**src/hw/rtl/prc_pkg.sv**
```systemverilog
`default_nettype none

package prc_pkg;

   // Field widths of the channel words.
   localparam int REQ_W    = 2;
   localparam int ADDR_W   = 48;
   localparam int INDEX_W  = 3;
   localparam int STATUS_W = 3;
   localparam int USE_W    = 8;
   localparam int FREE_W   = 4;
   localparam int CSR_W    = 4;

   // Value of the active entry register after reset.
   localparam int ACTIVE_RESET = 8;

   // Request codes.
   localparam logic [REQ_W-1:0] REQ_GET  = 2'd0;
   localparam logic [REQ_W-1:0] REQ_PUT  = 2'd1;
   localparam logic [REQ_W-1:0] REQ_FILL = 2'd2;

   typedef enum logic [STATUS_W-1:0] {
      ST_HIT_READY   = 3'd0,
      ST_HIT_PENDING = 3'd1,
      ST_MISS_ALLOC  = 3'd2,
      ST_ALL_LOCKED  = 3'd3,
      ST_RELEASED    = 3'd4,
      ST_STILL_HELD  = 3'd5,
      ST_FILL_DONE   = 3'd6,
      ST_BAD_REQUEST = 3'd7
   } status_type;

   // Operation decided at lookup, registered, and carried out by the cells in the update state.
   typedef enum logic [2:0] {
      OP_HIT    = 3'd0,
      OP_ALLOC  = 3'd1,
      OP_LOCKED = 3'd2,
      OP_PUT    = 3'd3,
      OP_FILL   = 3'd4,
      OP_BAD    = 3'd5
   } op_type;

   typedef struct packed {
      logic [REQ_W-1:0]   req_type;
      logic [ADDR_W-1:0]  block_addr;
      logic [INDEX_W-1:0] entry_index;
      logic               fill_error;
   } req_word_type;

   typedef struct packed {
      logic [STATUS_W-1:0] status;
      logic [INDEX_W-1:0]  entry_slot;
      logic                entry_failed;
      logic [USE_W-1:0]    use_count;
      logic [FREE_W-1:0]   free_count;
   } rsp_word_type;

   typedef struct packed {
      logic [CSR_W-1:0] active_entries;
   } csr_word_type;

   // Flags that ripple along the row of cells during a lookup.
   typedef struct packed {
      logic hit;
      logic upper;
      logic any;
   } link_type;

   typedef struct packed {
      logic valid;
      logic pend;
      logic err;
   } flags_type;

   typedef struct packed {
      op_type op;
      logic   go;
      logic   fill_error;
   } cmd_type;

endpackage

`default_nettype wire

```
**src/hw/rtl/prc_chan_if.sv**
```systemverilog
`default_nettype none

interface prc_chan_if #(
   parameter type word_type = logic
);
   logic     valid;
   logic     ready;
   word_type word;

   modport source (output valid, output word, input ready);
   modport sink (input valid, input word, output ready);
endinterface

`default_nettype wire

```
**src/hw/rtl/prc_cell.sv**
```systemverilog
`default_nettype none

module prc_cell import prc_pkg::*; #(
   parameter int INDEX     = 0,
   parameter int TAG_WIDTH = 48,
   parameter int PIN_WIDTH = 8,
   parameter int IDX_W     = 3,
   parameter int CNT_W     = 4
) (
   input  wire logic                 clock,
   input  wire logic                 reset,
   input  wire logic [CNT_W-1:0]     live,
   input  wire logic [IDX_W-1:0]     victim,
   input  wire logic [TAG_WIDTH-1:0] lookup_tag,
   input  wire cmd_type              cmd,
   input  wire logic [IDX_W-1:0]     cmd_slot,
   input  wire logic [TAG_WIDTH-1:0] cmd_tag,
   input  wire link_type             link_i,
   input  wire logic [IDX_W-1:0]     hit_idx_i,
   input  wire logic [IDX_W-1:0]     upper_idx_i,
   input  wire logic [IDX_W-1:0]     any_idx_i,
   input  wire logic [CNT_W-1:0]     free_i,
   output link_type                  link_o,
   output logic [IDX_W-1:0]          hit_idx_o,
   output logic [IDX_W-1:0]          upper_idx_o,
   output logic [IDX_W-1:0]          any_idx_o,
   output logic [CNT_W-1:0]          free_o,
   output flags_type                 flags_cur,
   output flags_type                 flags_nxt,
   output logic [PIN_WIDTH-1:0]      pin_cur,
   output logic [PIN_WIDTH-1:0]      pin_nxt
);

   localparam logic [IDX_W-1:0]     MY_IDX   = IDX_W'(INDEX);
   localparam logic [PIN_WIDTH-1:0] PIN_FULL = '1;

   logic [TAG_WIDTH-1:0] tag_ff, tag_in;
   logic                 valid_ff, valid_in;
   logic [PIN_WIDTH-1:0] pin_ff, pin_in;
   logic                 pend_ff, pend_in;
   logic                 err_ff, err_in;

   logic live_here;
   logic match;
   logic free_here;
   logic upper_here;
   logic slot_sel;

   assign live_here  = CNT_W'(INDEX) < live;
   assign match      = valid_ff && live_here && (tag_ff == lookup_tag);
   assign free_here  = live_here && (pin_ff == '0);
   assign upper_here = free_here && (MY_IDX >= victim);
   assign slot_sel   = (cmd_slot == MY_IDX);

   // The lowest matching entry wins, and the first free entry at or after the
   // victim pointer is preferred over the first free entry overall.
   assign link_o.hit   = link_i.hit || match;
   assign link_o.upper = link_i.upper || upper_here;
   assign link_o.any   = link_i.any || free_here;
   assign hit_idx_o    = link_i.hit ? hit_idx_i : MY_IDX;
   assign upper_idx_o  = link_i.upper ? upper_idx_i : MY_IDX;
   assign any_idx_o    = link_i.any ? any_idx_i : MY_IDX;
   assign free_o       = free_i + CNT_W'(free_here);

   always_comb begin
      tag_in   = tag_ff;
      valid_in = valid_ff;
      pin_in   = pin_ff;
      pend_in  = pend_ff;
      err_in   = err_ff;
      if (slot_sel) begin
         unique case (cmd.op)
            OP_HIT: begin
               if (pin_ff != PIN_FULL) pin_in = pin_ff + PIN_WIDTH'(1);
            end
            OP_ALLOC: begin
               tag_in   = cmd_tag;
               valid_in = 1'b1;
               pin_in   = PIN_WIDTH'(1);
               pend_in  = 1'b1;
               err_in   = 1'b0;
            end
            OP_PUT: begin
               if (pin_ff != '0) pin_in = pin_ff - PIN_WIDTH'(1);
            end
            OP_FILL: begin
               if (valid_ff && pend_ff) begin
                  pend_in = 1'b0;
                  err_in  = cmd.fill_error;
               end
            end
            default: begin
            end
         endcase
      end
   end

   always_ff @(posedge clock) begin
      if (reset) begin
         valid_ff <= 1'b0;
         pin_ff   <= '0;
         pend_ff  <= 1'b0;
         err_ff   <= 1'b0;
      end else if (cmd.go) begin
         valid_ff <= valid_in;
         pin_ff   <= pin_in;
         pend_ff  <= pend_in;
         err_ff   <= err_in;
      end
   end

   always_ff @(posedge clock) begin
      if (cmd.go) tag_ff <= tag_in;
   end

   assign flags_cur = '{valid: valid_ff, pend: pend_ff, err: err_ff};
   assign flags_nxt = '{valid: valid_in, pend: pend_in, err: err_in};
   assign pin_cur   = pin_ff;
   assign pin_nxt   = pin_in;

endmodule

`default_nettype wire

```
**src/hw/rtl/pinned_round_robin_block_cache.sv**
```systemverilog
// Tag and pin manager for a small fully associative block cache.
// req_ch carries one request word: a get looks up block_addr and pins a hit
// or allocates the next unpinned entry in round-robin order; a put unpins
// entry_index; a fill done clears the pending mark of entry_index and records
// fill_error. rsp_ch returns exactly one result word per request.
// csr_ch writes the number of active entries; it is taken only while no
// request is in flight, and the block then recounts the free entries in a
// recount state before it takes the next request.
// For a request, the accepting cycle runs the tag compare and
// the rotating free-entry pick along the row of entry cells, and the update
// state then updates the chosen cell and loads the result register. A new
// request is not taken until the current one has loaded its result.
// If the receiver stalls, the result register holds its word and a request
// taken meanwhile waits in the update cycle until the register is free.
// Reset clears every entry, points the victim pointer at entry 0 and sets
// the active count to eight (or ENTRIES, if smaller).
`default_nettype none

module pinned_round_robin_block_cache import prc_pkg::*; #(
   parameter int ENTRIES   = 8,
   parameter int TAG_WIDTH = 48,
   parameter int PIN_WIDTH = 8
) (
   input wire logic  clock,
   input wire logic  reset,
   prc_chan_if.sink   req_ch,
   prc_chan_if.source rsp_ch,
   prc_chan_if.sink   csr_ch
);

   localparam int IDX_W      = (ENTRIES > 1) ? $clog2(ENTRIES) : 1;
   localparam int CNT_W      = $clog2(ENTRIES + 1);
   localparam int LIVE_RESET = (ENTRIES < ACTIVE_RESET) ? ENTRIES : ACTIVE_RESET;

   typedef enum logic [2:0] {
      S_IDLE    = 3'b001,
      S_RECOUNT = 3'b010,
      S_APPLY   = 3'b100
   } state_type;

   state_type            state_ff, state_in;
   logic [CNT_W-1:0]     live_ff, live_in;
   logic [IDX_W-1:0]     victim_ff, victim_in;
   logic [CNT_W-1:0]     unpinned_ff, unpinned_in;
   logic                 rsp_valid_ff, rsp_valid_in;
   rsp_word_type         rsp_word_ff, rsp_word_in;
   op_type               op_ff, op_in;
   logic [IDX_W-1:0]     slot_ff, slot_in;
   logic [INDEX_W-1:0]   idx_ff, idx_in;
   logic [TAG_WIDTH-1:0] tag_ff, tag_in;
   logic                 ferr_ff, ferr_in;
   logic                 show_ff, show_in;

   logic                 req_fire;
   logic                 csr_fire;
   logic                 apply_fire;
   logic [TAG_WIDTH-1:0] lookup_tag;
   cmd_type              cmd;

   link_type             link_w      [ENTRIES+1];
   logic [IDX_W-1:0]     hit_idx_w   [ENTRIES+1];
   logic [IDX_W-1:0]     upper_idx_w [ENTRIES+1];
   logic [IDX_W-1:0]     any_idx_w   [ENTRIES+1];
   logic [CNT_W-1:0]     free_w      [ENTRIES+1];
   flags_type            flags_cur_w [ENTRIES];
   flags_type            flags_nxt_w [ENTRIES];
   logic [PIN_WIDTH-1:0] pin_cur_w   [ENTRIES];
   logic [PIN_WIDTH-1:0] pin_nxt_w   [ENTRIES];

   flags_type            sel_cur;
   flags_type            sel_nxt;
   logic [PIN_WIDTH-1:0] sel_pin_cur;
   logic [PIN_WIDTH-1:0] sel_pin_nxt;

   assign req_ch.ready = (state_ff == S_IDLE) && !csr_ch.valid;
   assign csr_ch.ready = (state_ff == S_IDLE);
   assign rsp_ch.valid = rsp_valid_ff;
   assign rsp_ch.word  = rsp_word_ff;

   assign req_fire   = req_ch.valid && req_ch.ready;
   assign csr_fire   = csr_ch.valid && csr_ch.ready;
   assign apply_fire = (state_ff == S_APPLY) && (!rsp_valid_ff || rsp_ch.ready);
   assign lookup_tag = TAG_WIDTH'(req_ch.word.block_addr);
   assign cmd        = '{op: op_ff, go: apply_fire, fill_error: ferr_ff};

   assign link_w[0]      = '0;
   assign hit_idx_w[0]   = '0;
   assign upper_idx_w[0] = '0;
   assign any_idx_w[0]   = '0;
   assign free_w[0]      = '0;

   genvar gi;
   for (gi = 0; gi < ENTRIES; gi++) begin : g_cell
      prc_cell #(
         .INDEX     (gi),
         .TAG_WIDTH (TAG_WIDTH),
         .PIN_WIDTH (PIN_WIDTH),
         .IDX_W     (IDX_W),
         .CNT_W     (CNT_W)
      ) u_cell (
         .clock       (clock),
         .reset       (reset),
         .live        (live_ff),
         .victim      (victim_ff),
         .lookup_tag  (lookup_tag),
         .cmd         (cmd),
         .cmd_slot    (slot_ff),
         .cmd_tag     (tag_ff),
         .link_i      (link_w[gi]),
         .hit_idx_i   (hit_idx_w[gi]),
         .upper_idx_i (upper_idx_w[gi]),
         .any_idx_i   (any_idx_w[gi]),
         .free_i      (free_w[gi]),
         .link_o      (link_w[gi+1]),
         .hit_idx_o   (hit_idx_w[gi+1]),
         .upper_idx_o (upper_idx_w[gi+1]),
         .any_idx_o   (any_idx_w[gi+1]),
         .free_o      (free_w[gi+1]),
         .flags_cur   (flags_cur_w[gi]),
         .flags_nxt   (flags_nxt_w[gi]),
         .pin_cur     (pin_cur_w[gi]),
         .pin_nxt     (pin_nxt_w[gi])
      );
   end

   assign sel_cur     = flags_cur_w[slot_ff];
   assign sel_nxt     = flags_nxt_w[slot_ff];
   assign sel_pin_cur = pin_cur_w[slot_ff];
   assign sel_pin_nxt = pin_nxt_w[slot_ff];

   // Lookup: decode the request and register the pick from the end of the row.
   always_comb begin
      op_in   = op_ff;
      slot_in = slot_ff;
      idx_in  = idx_ff;
      tag_in  = tag_ff;
      ferr_in = ferr_ff;
      show_in = show_ff;
      if (req_fire) begin
         idx_in  = req_ch.word.entry_index;
         tag_in  = lookup_tag;
         ferr_in = req_ch.word.fill_error;
         show_in = 32'(req_ch.word.entry_index) < ENTRIES;
         slot_in = show_in ? IDX_W'(req_ch.word.entry_index) : '0;
         unique case (req_ch.word.req_type)
            REQ_GET: begin
               if (link_w[ENTRIES].hit) begin
                  op_in   = OP_HIT;
                  slot_in = hit_idx_w[ENTRIES];
               end else if (link_w[ENTRIES].any) begin
                  op_in   = OP_ALLOC;
                  slot_in = link_w[ENTRIES].upper ? upper_idx_w[ENTRIES]
                                                  : any_idx_w[ENTRIES];
               end else begin
                  op_in   = OP_LOCKED;
                  slot_in = '0;
               end
            end
            REQ_PUT: begin
               op_in = (32'(req_ch.word.entry_index) < 32'(live_ff)) ? OP_PUT : OP_BAD;
            end
            REQ_FILL: begin
               op_in = (32'(req_ch.word.entry_index) < 32'(live_ff)) ? OP_FILL : OP_BAD;
            end
            default: begin
               op_in = OP_BAD;
            end
         endcase
      end
   end

   // Update: form the result word from the chosen cell before and after its
   // update, and keep the free count and victim pointer in step.
   always_comb begin
      state_in     = state_ff;
      live_in      = live_ff;
      victim_in    = victim_ff;
      unpinned_in  = unpinned_ff;
      rsp_valid_in = rsp_valid_ff;
      rsp_word_in  = rsp_word_ff;

      if (rsp_valid_ff && rsp_ch.ready) rsp_valid_in = 1'b0;

      unique case (state_ff)
         S_IDLE: begin
            if (csr_fire) begin
               if (csr_ch.word.active_entries == '0) begin
                  live_in = CNT_W'(1);
               end else if (32'(csr_ch.word.active_entries) > ENTRIES) begin
                  live_in = CNT_W'(ENTRIES);
               end else begin
                  live_in = CNT_W'(csr_ch.word.active_entries);
               end
               if (CNT_W'(victim_ff) >= live_in) victim_in = '0;
               state_in = S_RECOUNT;
            end else if (req_fire) begin
               state_in = S_APPLY;
            end
         end
         S_RECOUNT: begin
            unpinned_in = free_w[ENTRIES];
            state_in    = S_IDLE;
         end
         S_APPLY: begin
            if (apply_fire) begin
               rsp_word_in.entry_slot   = idx_ff;
               rsp_word_in.entry_failed = sel_nxt.err;
               rsp_word_in.use_count    = USE_W'(sel_pin_nxt);
               unique case (op_ff)
                  OP_HIT: begin
                     rsp_word_in.status     = sel_cur.pend ? ST_HIT_PENDING : ST_HIT_READY;
                     rsp_word_in.entry_slot = INDEX_W'(slot_ff);
                     if (sel_pin_cur == '0 && unpinned_ff != '0) begin
                        unpinned_in = unpinned_ff - CNT_W'(1);
                     end
                  end
                  OP_ALLOC: begin
                     rsp_word_in.status     = ST_MISS_ALLOC;
                     rsp_word_in.entry_slot = INDEX_W'(slot_ff);
                     if (unpinned_ff != '0) unpinned_in = unpinned_ff - CNT_W'(1);
                     if ((CNT_W'(slot_ff) + CNT_W'(1)) < live_ff) begin
                        victim_in = slot_ff + IDX_W'(1);
                     end else begin
                        victim_in = '0;
                     end
                  end
                  OP_LOCKED: begin
                     rsp_word_in.status       = ST_ALL_LOCKED;
                     rsp_word_in.entry_slot   = '0;
                     rsp_word_in.entry_failed = 1'b0;
                     rsp_word_in.use_count    = '0;
                  end
                  OP_PUT: begin
                     if (sel_pin_cur == '0) begin
                        rsp_word_in.status = ST_BAD_REQUEST;
                     end else if (sel_pin_nxt == '0) begin
                        rsp_word_in.status = ST_RELEASED;
                        unpinned_in        = unpinned_ff + CNT_W'(1);
                     end else begin
                        rsp_word_in.status = ST_STILL_HELD;
                     end
                  end
                  OP_FILL: begin
                     rsp_word_in.status = (sel_cur.valid && sel_cur.pend) ? ST_FILL_DONE
                                                                          : ST_BAD_REQUEST;
                  end
                  default: begin
                     rsp_word_in.status = ST_BAD_REQUEST;
                     if (!show_ff) begin
                        rsp_word_in.entry_failed = 1'b0;
                        rsp_word_in.use_count    = '0;
                     end
                  end
               endcase
               rsp_word_in.free_count = FREE_W'(unpinned_in);
               rsp_valid_in           = 1'b1;
               state_in               = S_IDLE;
            end
         end
         default: begin
            state_in = S_IDLE;
         end
      endcase
   end

   always_ff @(posedge clock) begin
      if (reset) begin
         state_ff     <= S_IDLE;
         live_ff      <= CNT_W'(LIVE_RESET);
         victim_ff    <= '0;
         unpinned_ff  <= CNT_W'(LIVE_RESET);
         rsp_valid_ff <= 1'b0;
      end else begin
         state_ff     <= state_in;
         live_ff      <= live_in;
         victim_ff    <= victim_in;
         unpinned_ff  <= unpinned_in;
         rsp_valid_ff <= rsp_valid_in;
      end
   end

   always_ff @(posedge clock) begin
      rsp_word_ff <= rsp_word_in;
      op_ff       <= op_in;
      slot_ff     <= slot_in;
      idx_ff      <= idx_in;
      tag_ff      <= tag_in;
      ferr_ff     <= ferr_in;
      show_ff     <= show_in;
   end

   // The free count is stale during the recount cycle after a register write.
   a_free_bounded: assert property (@(posedge clock) disable iff (reset)
      (state_ff != S_RECOUNT) |-> (unpinned_ff <= live_ff))
      else $error("free count exceeds the active entry count");

   a_victim_in_range: assert property (@(posedge clock) disable iff (reset)
      CNT_W'(victim_ff) < live_ff)
      else $error("victim pointer outside the active entries");

   a_accept_to_apply: assert property (@(posedge clock) disable iff (reset)
      req_fire |=> (state_ff == S_APPLY))
      else $error("accepted request did not move to the update cycle");

   a_result_from_apply: assert property (@(posedge clock) disable iff (reset)
      $rose(rsp_valid_ff) |-> $past(state_ff == S_APPLY))
      else $error("result word appeared without an update cycle");

   a_alloc_unpinned: assert property (@(posedge clock) disable iff (reset)
      (state_ff == S_APPLY && op_ff == OP_ALLOC) |-> (sel_pin_cur == '0))
      else $error("allocation picked a pinned entry");

endmodule

`default_nettype wire

```
**src/flat_wrapper.sv**
```systemverilog
// flat-port wrapper written by rule: the top's interface ports become plain ports
module pinned_round_robin_block_cache_flat import prc_pkg::*;
#(
   parameter int ENTRIES   = 8,
   parameter int TAG_WIDTH = 48,
   parameter int PIN_WIDTH = 8
)
  (clock, reset, req_ch_valid, req_ch_word, req_ch_ready, rsp_ch_valid, rsp_ch_word, rsp_ch_ready, csr_ch_valid, csr_ch_word, csr_ch_ready);
  prc_chan_if #(.word_type(req_word_type)) req_ch_i ();
  prc_chan_if #(.word_type(rsp_word_type)) rsp_ch_i ();
  prc_chan_if #(.word_type(csr_word_type)) csr_ch_i ();
  input wire logic clock;
  input wire logic reset;
  input wire logic [$bits(req_ch_i.valid)-1:0] req_ch_valid;
  input wire logic [$bits(req_ch_i.word)-1:0] req_ch_word;
  output wire logic [$bits(req_ch_i.ready)-1:0] req_ch_ready;
  output wire logic [$bits(rsp_ch_i.valid)-1:0] rsp_ch_valid;
  output wire logic [$bits(rsp_ch_i.word)-1:0] rsp_ch_word;
  input wire logic [$bits(rsp_ch_i.ready)-1:0] rsp_ch_ready;
  input wire logic [$bits(csr_ch_i.valid)-1:0] csr_ch_valid;
  input wire logic [$bits(csr_ch_i.word)-1:0] csr_ch_word;
  output wire logic [$bits(csr_ch_i.ready)-1:0] csr_ch_ready;
  assign req_ch_i.valid = req_ch_valid;
  assign req_ch_i.word = req_ch_word;
  assign req_ch_ready = req_ch_i.ready;
  assign rsp_ch_valid = rsp_ch_i.valid;
  assign rsp_ch_word = rsp_ch_i.word;
  assign rsp_ch_i.ready = rsp_ch_ready;
  assign csr_ch_i.valid = csr_ch_valid;
  assign csr_ch_i.word = csr_ch_word;
  assign csr_ch_ready = csr_ch_i.ready;
  pinned_round_robin_block_cache #(.ENTRIES(ENTRIES), .TAG_WIDTH(TAG_WIDTH), .PIN_WIDTH(PIN_WIDTH)) u_core (.clock(clock), .reset(reset), .req_ch(req_ch_i), .rsp_ch(rsp_ch_i), .csr_ch(csr_ch_i));
endmodule
```
**config.mk**
```make
export PLATFORM = sky130hd
export DESIGN_NAME = pinned_round_robin_block_cache_flat
export DESIGN_NICKNAME = d
export VERILOG_FILES = /design/src/hw/rtl/prc_pkg.sv /design/src/hw/rtl/prc_chan_if.sv /design/src/hw/rtl/prc_cell.sv /design/src/hw/rtl/pinned_round_robin_block_cache.sv /design/src/flat_wrapper.sv
export SDC_FILE = /design/constraint.sdc
export NUM_CORES = 1
export LEC_CHECK = 0
export BUFFER_PORTS_ARGS = -buffer_cell sky130_fd_sc_hd__buf_2
export CAP_MARGIN = 20
export CORE_MARGIN = 3
export CORE_UTILIZATION = 25
export DETAILED_ROUTE_END_ITERATION = 10
export PLACE_DENSITY = 0.36
export SLEW_MARGIN = 0
export SYNTH_ARGS = -nofsm -noshare
export SYNTH_HDL_FRONTEND = slang
export SYNTH_SLANG_ARGS = --single-unit
```
**constraint.sdc**
```tcl
create_clock -name clock -period 5.21 [get_ports clock]
set_input_delay 0.521 -clock clock [delete_from_list [all_inputs] [get_ports clock]]
set_output_delay 0.521 -clock clock [all_outputs]
set_load 0.05 [all_outputs]
```
# After elaboration in Yosys (flattened, before gate mapping)
# Index checks and enable logic that the tools add are counted.
[word_totals] regBits=564 out_inout_bits=22 ramBits=0 word_cells=419 input_bits=63 romBits=0 latch_bits=0 memories=0
[op_classes] mul=0 eq_ne=37 n_div=0 n_addsub=27 magnitude_cmp=21 shifts=0 n_bitwise=1 reduce_logical=110 mux=168
[op_table] op="48-bit == test" count=8
[op_table] op="8-bit two-way mux" count=28
[op_table] op="8-bit case mux with 3 select lines" count=8
[op_table] op="3-bit two-way mux" count=35
[op_table] op="8-bit logical NOT" count=10
[op_table] op="8-bit by 1-bit adder with 8-bit output, second input constant" count=8
[op_table] op="8-bit != test, second input constant" count=8
[op_table] op="8-bit nonzero test" count=8
[op_table] op="8-bit by 1-bit subtractor with 8-bit output, second input constant" count=8
[op_table] op="1-bit two-way mux" count=60
[op_table] op="8-bit binary-select mux with 3-bit select" count=2
[op_table] op="1-bit logical AND" count=47
[op_table] op="4-bit two-way mux" count=9
[op_table] op="1-bit case mux with 2 select lines" count=16
[op_table] op="4-bit by 1-bit adder with 4-bit output" count=6
[op_table] op="3-bit AND reduction" count=8
[op_table] op="1-bit logical OR" count=22
[op_table] op="3-bit binary-select mux with 3-bit select" count=2
[op_table] op="3-bit == test, second input constant" count=6
[op_table] op="3-bit case mux with 2 select lines" count=3
[op_table] op="3-bit by 4-bit < comparator with 1-bit output, first input constant" count=4
[op_table] op="3-bit by 2-bit == test with 1-bit output, second input constant" count=5
[op_table] op="3-bit case mux with 5 select lines" count=1
[op_table] op="3-bit greater-or-equal comparator, first input constant" count=4
[op_table] op="34 further kinds" count=48

# Depth between registers and ports, before layout
[depth] word_depth=14 depth_mapped=17 depth_no_buf=14

# Modules after synthesis
# From an unflattened synthesis, not the netlist that was laid out.
[hier_totals] hier_cells=2782 area_unflattened_um2=31124.9
[by_module_without_submodules] module="pinned_round_robin_block_cache" cells_each=402 n_inst=1 seq_area_each_um2=2612.5 area_each_um2=4873.4
[by_module_without_submodules] module="prc_cell (u_core.g_cell[4].u_cell)" cells_each=309 n_inst=1 seq_area_each_um2=1661.6 area_each_um2=3331.9
[by_module_without_submodules] module="prc_cell (u_core.g_cell[6].u_cell)" cells_each=306 n_inst=1 seq_area_each_um2=1661.6 area_each_um2=3319.4
[by_module_without_submodules] module="prc_cell (u_core.g_cell[5].u_cell)" cells_each=301 n_inst=1 seq_area_each_um2=1661.6 area_each_um2=3311.9
[by_module_without_submodules] module="prc_cell (u_core.g_cell[2].u_cell)" cells_each=297 n_inst=1 seq_area_each_um2=1661.6 area_each_um2=3295.7
[by_module_without_submodules] module="prc_cell (u_core.g_cell[7].u_cell)" cells_each=298 n_inst=1 seq_area_each_um2=1661.6 area_each_um2=3275.6
[by_module_without_submodules] module="prc_cell (u_core.g_cell[0].u_cell)" cells_each=296 n_inst=1 seq_area_each_um2=1661.6 area_each_um2=3258.1
[by_module_without_submodules] module="prc_cell (u_core.g_cell[1].u_cell)" cells_each=286 n_inst=1 seq_area_each_um2=1661.6 area_each_um2=3241.9
[by_module_without_submodules] module="prc_cell (u_core.g_cell[3].u_cell)" cells_each=287 n_inst=1 seq_area_each_um2=1661.6 area_each_um2=3216.8

# Least setup slack after synthesis
# No wires, ideal clock.
[synth_path] path_kind="reg-to-reg" startpoint="reg u_core.slot_ff[2]" endpoint="reg u_core.rsp_word_ff, in the netlist u_core.rsp_ch.word[3], data pin" t_arrival_ns=4.238 setup_time_ns=0.265 required_time_ns=4.945 slack_ns=0.706 synth_period_minus_slack_ns=4.504 path_stages_with_launch=17 path_buffers=4 path_cell_list="edfxtp_1 -> buf_2 -> inv_1 -> clkbuf_1 -> buf_1 -> ha_1 -> buf_2 -> nor2b_1 -> nand2_1 -> o21a_1 -> a311oi_1 -> a311oi_1 -> a41o_1 -> or4b_4 -> nor4_4 -> a211oi_1 -> or3_1"
[synth_between] elab_chain_len=9 word_cells_on_any_way=30 classes_between="7 x eq/ne; 18 x mux; 1 x bitwise; 4 x reduce/logical"
[synth_lines] element="start: declaration" line_no="pinned_round_robin_block_cache.sv:48" source="logic [IDX_W-1:0] slot_ff, slot_in;"
[synth_lines] element="start signal: assignment" line_no="pinned_round_robin_block_cache.sv:285" source="slot_ff <= slot_in;"
[synth_lines] element="3-bit == test (tied with other cells)" line_no="prc_cell.sv:53" source="assign slot_sel = (cmd_slot == MY_IDX);"
[synth_lines] element="8-bit two-way mux" line_no="prc_cell.sv:71" source="if (slot_sel) begin"
[synth_lines] element="8-bit binary-select mux with 3-bit select" line_no="pinned_round_robin_block_cache.sv:129" source="assign sel_pin_nxt = pin_nxt_w[slot_ff];"
[synth_lines] element="8-bit two-way mux (implied by the code) (2 in a row)" line_no="pinned_round_robin_block_cache.sv:129"
[synth_lines] element="8-bit logical NOT" line_no="pinned_round_robin_block_cache.sv:236" source="end else if (sel_pin_nxt == '0) begin"
[synth_lines] element="4-bit two-way mux" line_no="pinned_round_robin_block_cache.sv:236"
[synth_lines] element="4-bit two-way mux" line_no="pinned_round_robin_block_cache.sv:234" source="if (sel_pin_cur == '0) begin"
[synth_lines] element="4-bit case mux with 3 select lines *" line_no="pinned_round_robin_block_cache.sv:209" source="unique case (op_ff)"
[synth_lines] element="end signal: assignment" line_no="pinned_round_robin_block_cache.sv:283" source="rsp_word_ff <= rsp_word_in;"
[synth_lines] element="end: declaration" line_no="pinned_round_robin_block_cache.sv:46" source="rsp_word_type rsp_word_ff, rsp_word_in;"
# Every way passes the cells marked *; elsewhere a longest branch is shown, timed or not. The select of a mux whose other input is x is not followed.
# A chain may end at the register's enable or synchronous reset.

# Worst setup path after layout
[layout_path] startpoint="reg u_core.op_ff[1]" endpoint="reg u_core.unpinned_ff[1]"
[layout_between] elab_chain_len=12 word_cells_on_any_way=28 classes_between="2 x eq/ne; 24 x mux; 2 x reduce/logical"
[layout_lines] element="start: declaration" line_no="pinned_round_robin_block_cache.sv:47" source="op_type op_ff, op_in;"
[layout_lines] element="start signal: assignment" line_no="pinned_round_robin_block_cache.sv:284" source="op_ff <= op_in;"
[layout_lines] element="3-bit by 2-bit == test with 1-bit output (tied with other cells)" line_no="prc_cell.sv:72, pinned_round_robin_block_cache.sv:209"
[layout_lines] element="8-bit case mux with 3 select lines" line_no="prc_cell.sv:72" source="unique case (cmd.op)"
[layout_lines] element="8-bit two-way mux" line_no="prc_cell.sv:71"
[layout_lines] element="8-bit binary-select mux with 3-bit select" line_no="pinned_round_robin_block_cache.sv:129"
[layout_lines] element="8-bit two-way mux (implied by the code) (2 in a row)" line_no="pinned_round_robin_block_cache.sv:129"
[layout_lines] element="8-bit logical NOT" line_no="pinned_round_robin_block_cache.sv:236"
[layout_lines] element="4-bit two-way mux" line_no="pinned_round_robin_block_cache.sv:236"
[layout_lines] element="4-bit two-way mux" line_no="pinned_round_robin_block_cache.sv:234"
[layout_lines] element="4-bit case mux with 3 select lines *" line_no="pinned_round_robin_block_cache.sv:209"
[layout_lines] element="4-bit two-way mux *" line_no="pinned_round_robin_block_cache.sv:205" source="if (apply_fire) begin"
[layout_lines] element="4-bit case mux with 2 select lines *" line_no="pinned_round_robin_block_cache.sv:184" source="unique case (state_ff)"
[layout_lines] element="end signal: assignment" line_no="pinned_round_robin_block_cache.sv:271" source="unpinned_ff <= CNT_W'(LIVE_RESET);"
[layout_lines] element="end signal: assignment" line_no="pinned_round_robin_block_cache.sv:277" source="unpinned_ff <= unpinned_in;"
[layout_lines] element="end: declaration" line_no="pinned_round_robin_block_cache.sv:44" source="logic [CNT_W-1:0] unpinned_ff, unpinned_in;"
# Marks and branches as above.

==> flow_summary.json <==
{
  "finalCriticalPeriod_ns": 5.14,
  "fin_tns_setup_ns": 0,
  "cts_tree": "built",
  "path_delay_family": "compound AO/OA/AOI/OAI gates",
  "ant_nets": 0,
  "power_mw": 10.7,
  "startpoint": "u_core.op_ff[1]$_DFFE_PP_",
  "worst_pin_slew_ns": 1.14,
  "coreArea_um2": 115000,
  "syn_avg_cell_area_um2": 10.9,
  "cts_buffer_depth": 3,
  "synth_nets": 2774,
  "leakagePower_nw": 10.9,
  "wl_um": 127000,
  "relSlewSlack_pct": 23.2,
  "skew_ns": 0.0493,
  "start_kind": "flip-flop",
  "power.internal_mw": 7.87,
  "worstPathCellList": "nand2b_1 > buf_4 > nand2_1 > buf_4 > o211ai_1 > o311ai_0 > a32oi_1 > nor4_4 > buf_4 > mux2i_1 > a31oi_1 > a211oi_1",
  "drv_cap": 0,
  "vias": 22701,
  "postCtsHoldBufs": 0,
  "holdCritPathClass": "input pin to flip-flop",
  "synth_cell_types": 93,
  "synth_warnings": 0,
  "antenna_found_initial": 5,
  "synth_edf_count": 461,
  "syn_area_um2": 29200,
  "rsz0062_at_grt": "no",
  "status": "complete, no violations",
  "area_growth_pct": 16.0,
  "path_clk_slew_ns": 0.06,
  "num_rows": 124,
  "grt_use_total_pct": 20.4,
  "finalCritPeriodShare_pct": 98.7,
  "wl_per_cell_um": 29.3,
  "power.switching_mw": 2.84,
  "p_seq_share_pct": 46.7,
  "hpwl_um": 90700,
  "cp.buffers_inverters": 3,
  "synth_top_cells_by_area": "edfxtp_1 (47%), dfxtp_1 (7.1%), xnor2_1 (5.9%)",
  "setup.worst_path.end_class": "flip-flop",
  "insertion_delay_ns": 0.66,
  "worstPathArrival_ns": 5.67,
  "async_reset_ff_share_pct": 0,
  "grt_max_degree": 57,
  "multiInputGateArea_um2": 12300,
  "first_pass_iters": 6,
  "final-max-slew-violation-count": 0,
  "die_h_um": 348,
  "drc_errors": 0,
  "hold_viol": 0,
  "cp_slowest_cell": "o311ai_0",
  "dpl.cell_count": 4184,
  "required_ns": 5.74,
  "power_frac_clock_pct": 44.6,
  "final_cells": 4317,
  "synth_top_area_share_pct": 47.4,
  "synth_seq_cells": 564,
  "power_density_nw_per_um2": 316,
  "grt_pass1_vias": 22155,
  "vias_per_cell": 5.26,
  "synthFlopType": "edfxtp_1",
  "die_area_um2": 121000,
  "worst-path-max-fanout": 10,
  "worst_path_most_repeated_cell": "buf_4",
  "ys_seq_area_share_pct": 54.5,
  "numCtsBuffers": 72,
  "ioPinCount": 85,
  "max_freq_mhz": 194,
  "whs_ns": 0.152,
  "netlist_instances": 2671,
  "final_nets": 2849,
  "holdCritStartpoint": "req_ch_word[3]",
  "reg2reg_from": "u_core.op_ff[1]$_DFFE_PP_",
  "chipWidth_um": 348,
  "irDropWorstVdd_v": 0.000191,
  "port_buffers": 84,
  "drt_iter0_drc": 2158,
  "yosysTopAreaCell": "edfxtp_1",
  "max_stage_delay_ns": 0.97,
  "cts.htree.levels": 3,
  "fillers": 11915,
  "gp_congestion": 0.918,
  "clockRootBuffer": "clkbuf_16",
  "initial_core_util_pct": 25.4,
  "seqCellArea_um2": 15900,
  "clock-sinks": 564,
  "grt_overflow_total": 0,
  "power.share.switching_pct": 26.5,
  "setup_viol": 0,
  "postCtsSetupBuffers": 0,
  "grt_pass1_wl_um": 178000,
  "drive_gt1_share_pct": 12.3,
  "crit_type": "flip-flop to flip-flop",
  "pwr-share-comb_pct": 8.7
}
[per-layer routing]
layer | share of wire [%] | track usage [%]
met4 | 3.6 | 6.73
met2 | 49 | 35.1
met5 | 0.015 | 0
met3 | 4.0 | 2.61
met1 | 43 | 26.7
[final cells by class]
class                      instances  area share (%)
antenna                            1         0.00739
clock buffer                      89            5.63
clock inverter                    43           0.964
inverter                          97            1.08
multi-input combinational       1826            36.2
sequential                       564            46.9
tap                             1512            5.58
timing repair buffer             185            3.63
[path summary, 6_finish.rpt]
kind / slack [ns] / endpoint / cells past startpoint
worst max-delay path: 0.07 / u_core.unpinned_ff[1]$_SDFFE_PP0P_ / 12
worst max register to register: 0.07 / u_core.unpinned_ff[1]$_SDFFE_PP0P_ / 12
worst min register to register: 0.50 / u_core.g_cell[2].u_cell.err_ff$_SDFFE_PP0P_ / 2
worst min-delay path: 0.15 / u_core.idx_ff[2]$_DFFE_PP_ / 1
[placed cells by master (no fill, tap or decap), drive strengths merged, types with 16 or more instances in the layout]
| cell | n |
|---|---|
| a31oi | 37 |
| nor2 | 200 |
| buf | 185 |
| o211ai | 24 |
| o31ai | 28 |
| and4 | 16 |
| and3 | 19 |
| inv | 95 |
| nor3 | 74 |
| a221oi | 24 |
| ha | 36 |
| clkinv | 41 |
| xor2 | 146 |
| edfxtp | 461 |
| nand4 | 89 |
| o22ai | 25 |
| dfxtp | 103 |
| o21ai | 110 |
| nand2 | 158 |
| or3 | 24 |
| a211oi | 39 |
| a21oi | 136 |
| or4 | 17 |
| nand2b | 22 |
| clkbuf | 89 |
| nand3 | 62 |
| nor4 | 75 |
| xnor2 | 196 |
[synthesized netlist by cell type, types with 11 or more instances]
cell,instances
a211oi_1,39
a21o_1,11
a21oi_1,136
a221oi_1,24
a31oi_1,37
a32oi_1,13
and2_1,13
and3_1,19
and4_1,16
buf_2,25
clkbuf_1,148
dfxtp_1,103
edfxtp_1,461
ha_1,36
inv_1,95
mux2i_1,14
nand2_1,158
nand2b_1,22
nand3_1,62
nand4_1,89
nor2_1,197
nor2b_1,14
nor3_1,72
nor3b_1,11
nor4_1,72
o211ai_1,22
o21a_1,11
o21ai_0,106
o22ai_1,25
o2bb2ai_1,12
o31ai_1,28
or3_1,24
or4_1,17
xnor2_1,196
xor2_1,146
[state kept, by name (all words and copies together) (netlist names), 4 cells and up, named ones only]
name,count
u_core.rsp_ch.word,19
u_core.tag_ff,48
u_core.g_cell.u_cell.err_ff,8
u_core.unpinned_ff,4
u_core.g_cell.u_cell.tag_ff,384
u_core.g_cell.u_cell.pin_cur,64
u_core.live_ff,4
[logic make-up (layout without fill, tap and decap cells)]
family,Yosys count,in the layout,share of synthesized area [%]
compound gates,579,579,13.4
xor+xnor,342,342,10.3
fa+ha+maj,40,40,1.82
buf+inv,281,414,3.81
flops,564,564,54.5
mux,23,23,0.981
other cells,0,1,0
simple gates,842,842,15.3
[stage by stage]
stage          utilization, %  worst slack (ns)  instance area [um^2]
6_report                 29.4            0.0666                 33900
5_1_grt                  29.4             0.105                 33900
4_1_cts                  29.4             0.105                 33900
3_5_place_dp             27.5             0.138                 31600
3_3_place_gp             27.5             0.144                 31600
2_1_floorplan               -             0.706                 29200
[power by group through the flow]
stage	Combinational, mW	Clock, mW	Sequential (mW)
2_1_floorplan	0.530	0	5.03
3_3_place_gp	0.944	0	5.10
3_5_place_dp	0.938	0	5.10
4_1_cts	0.943	4.93	5.00
5_1_grt	1.00	5.09	5.01
6_report	0.929	4.78	5.00
[repair_timing]
item | 4_1_cts | 5_1_grt
endpoints found under the hold margin | 0 | 0
resized for setup | 0 | 1
endpoints found under the setup margin | 0 | 1
(Power assumes the default switching activity.)
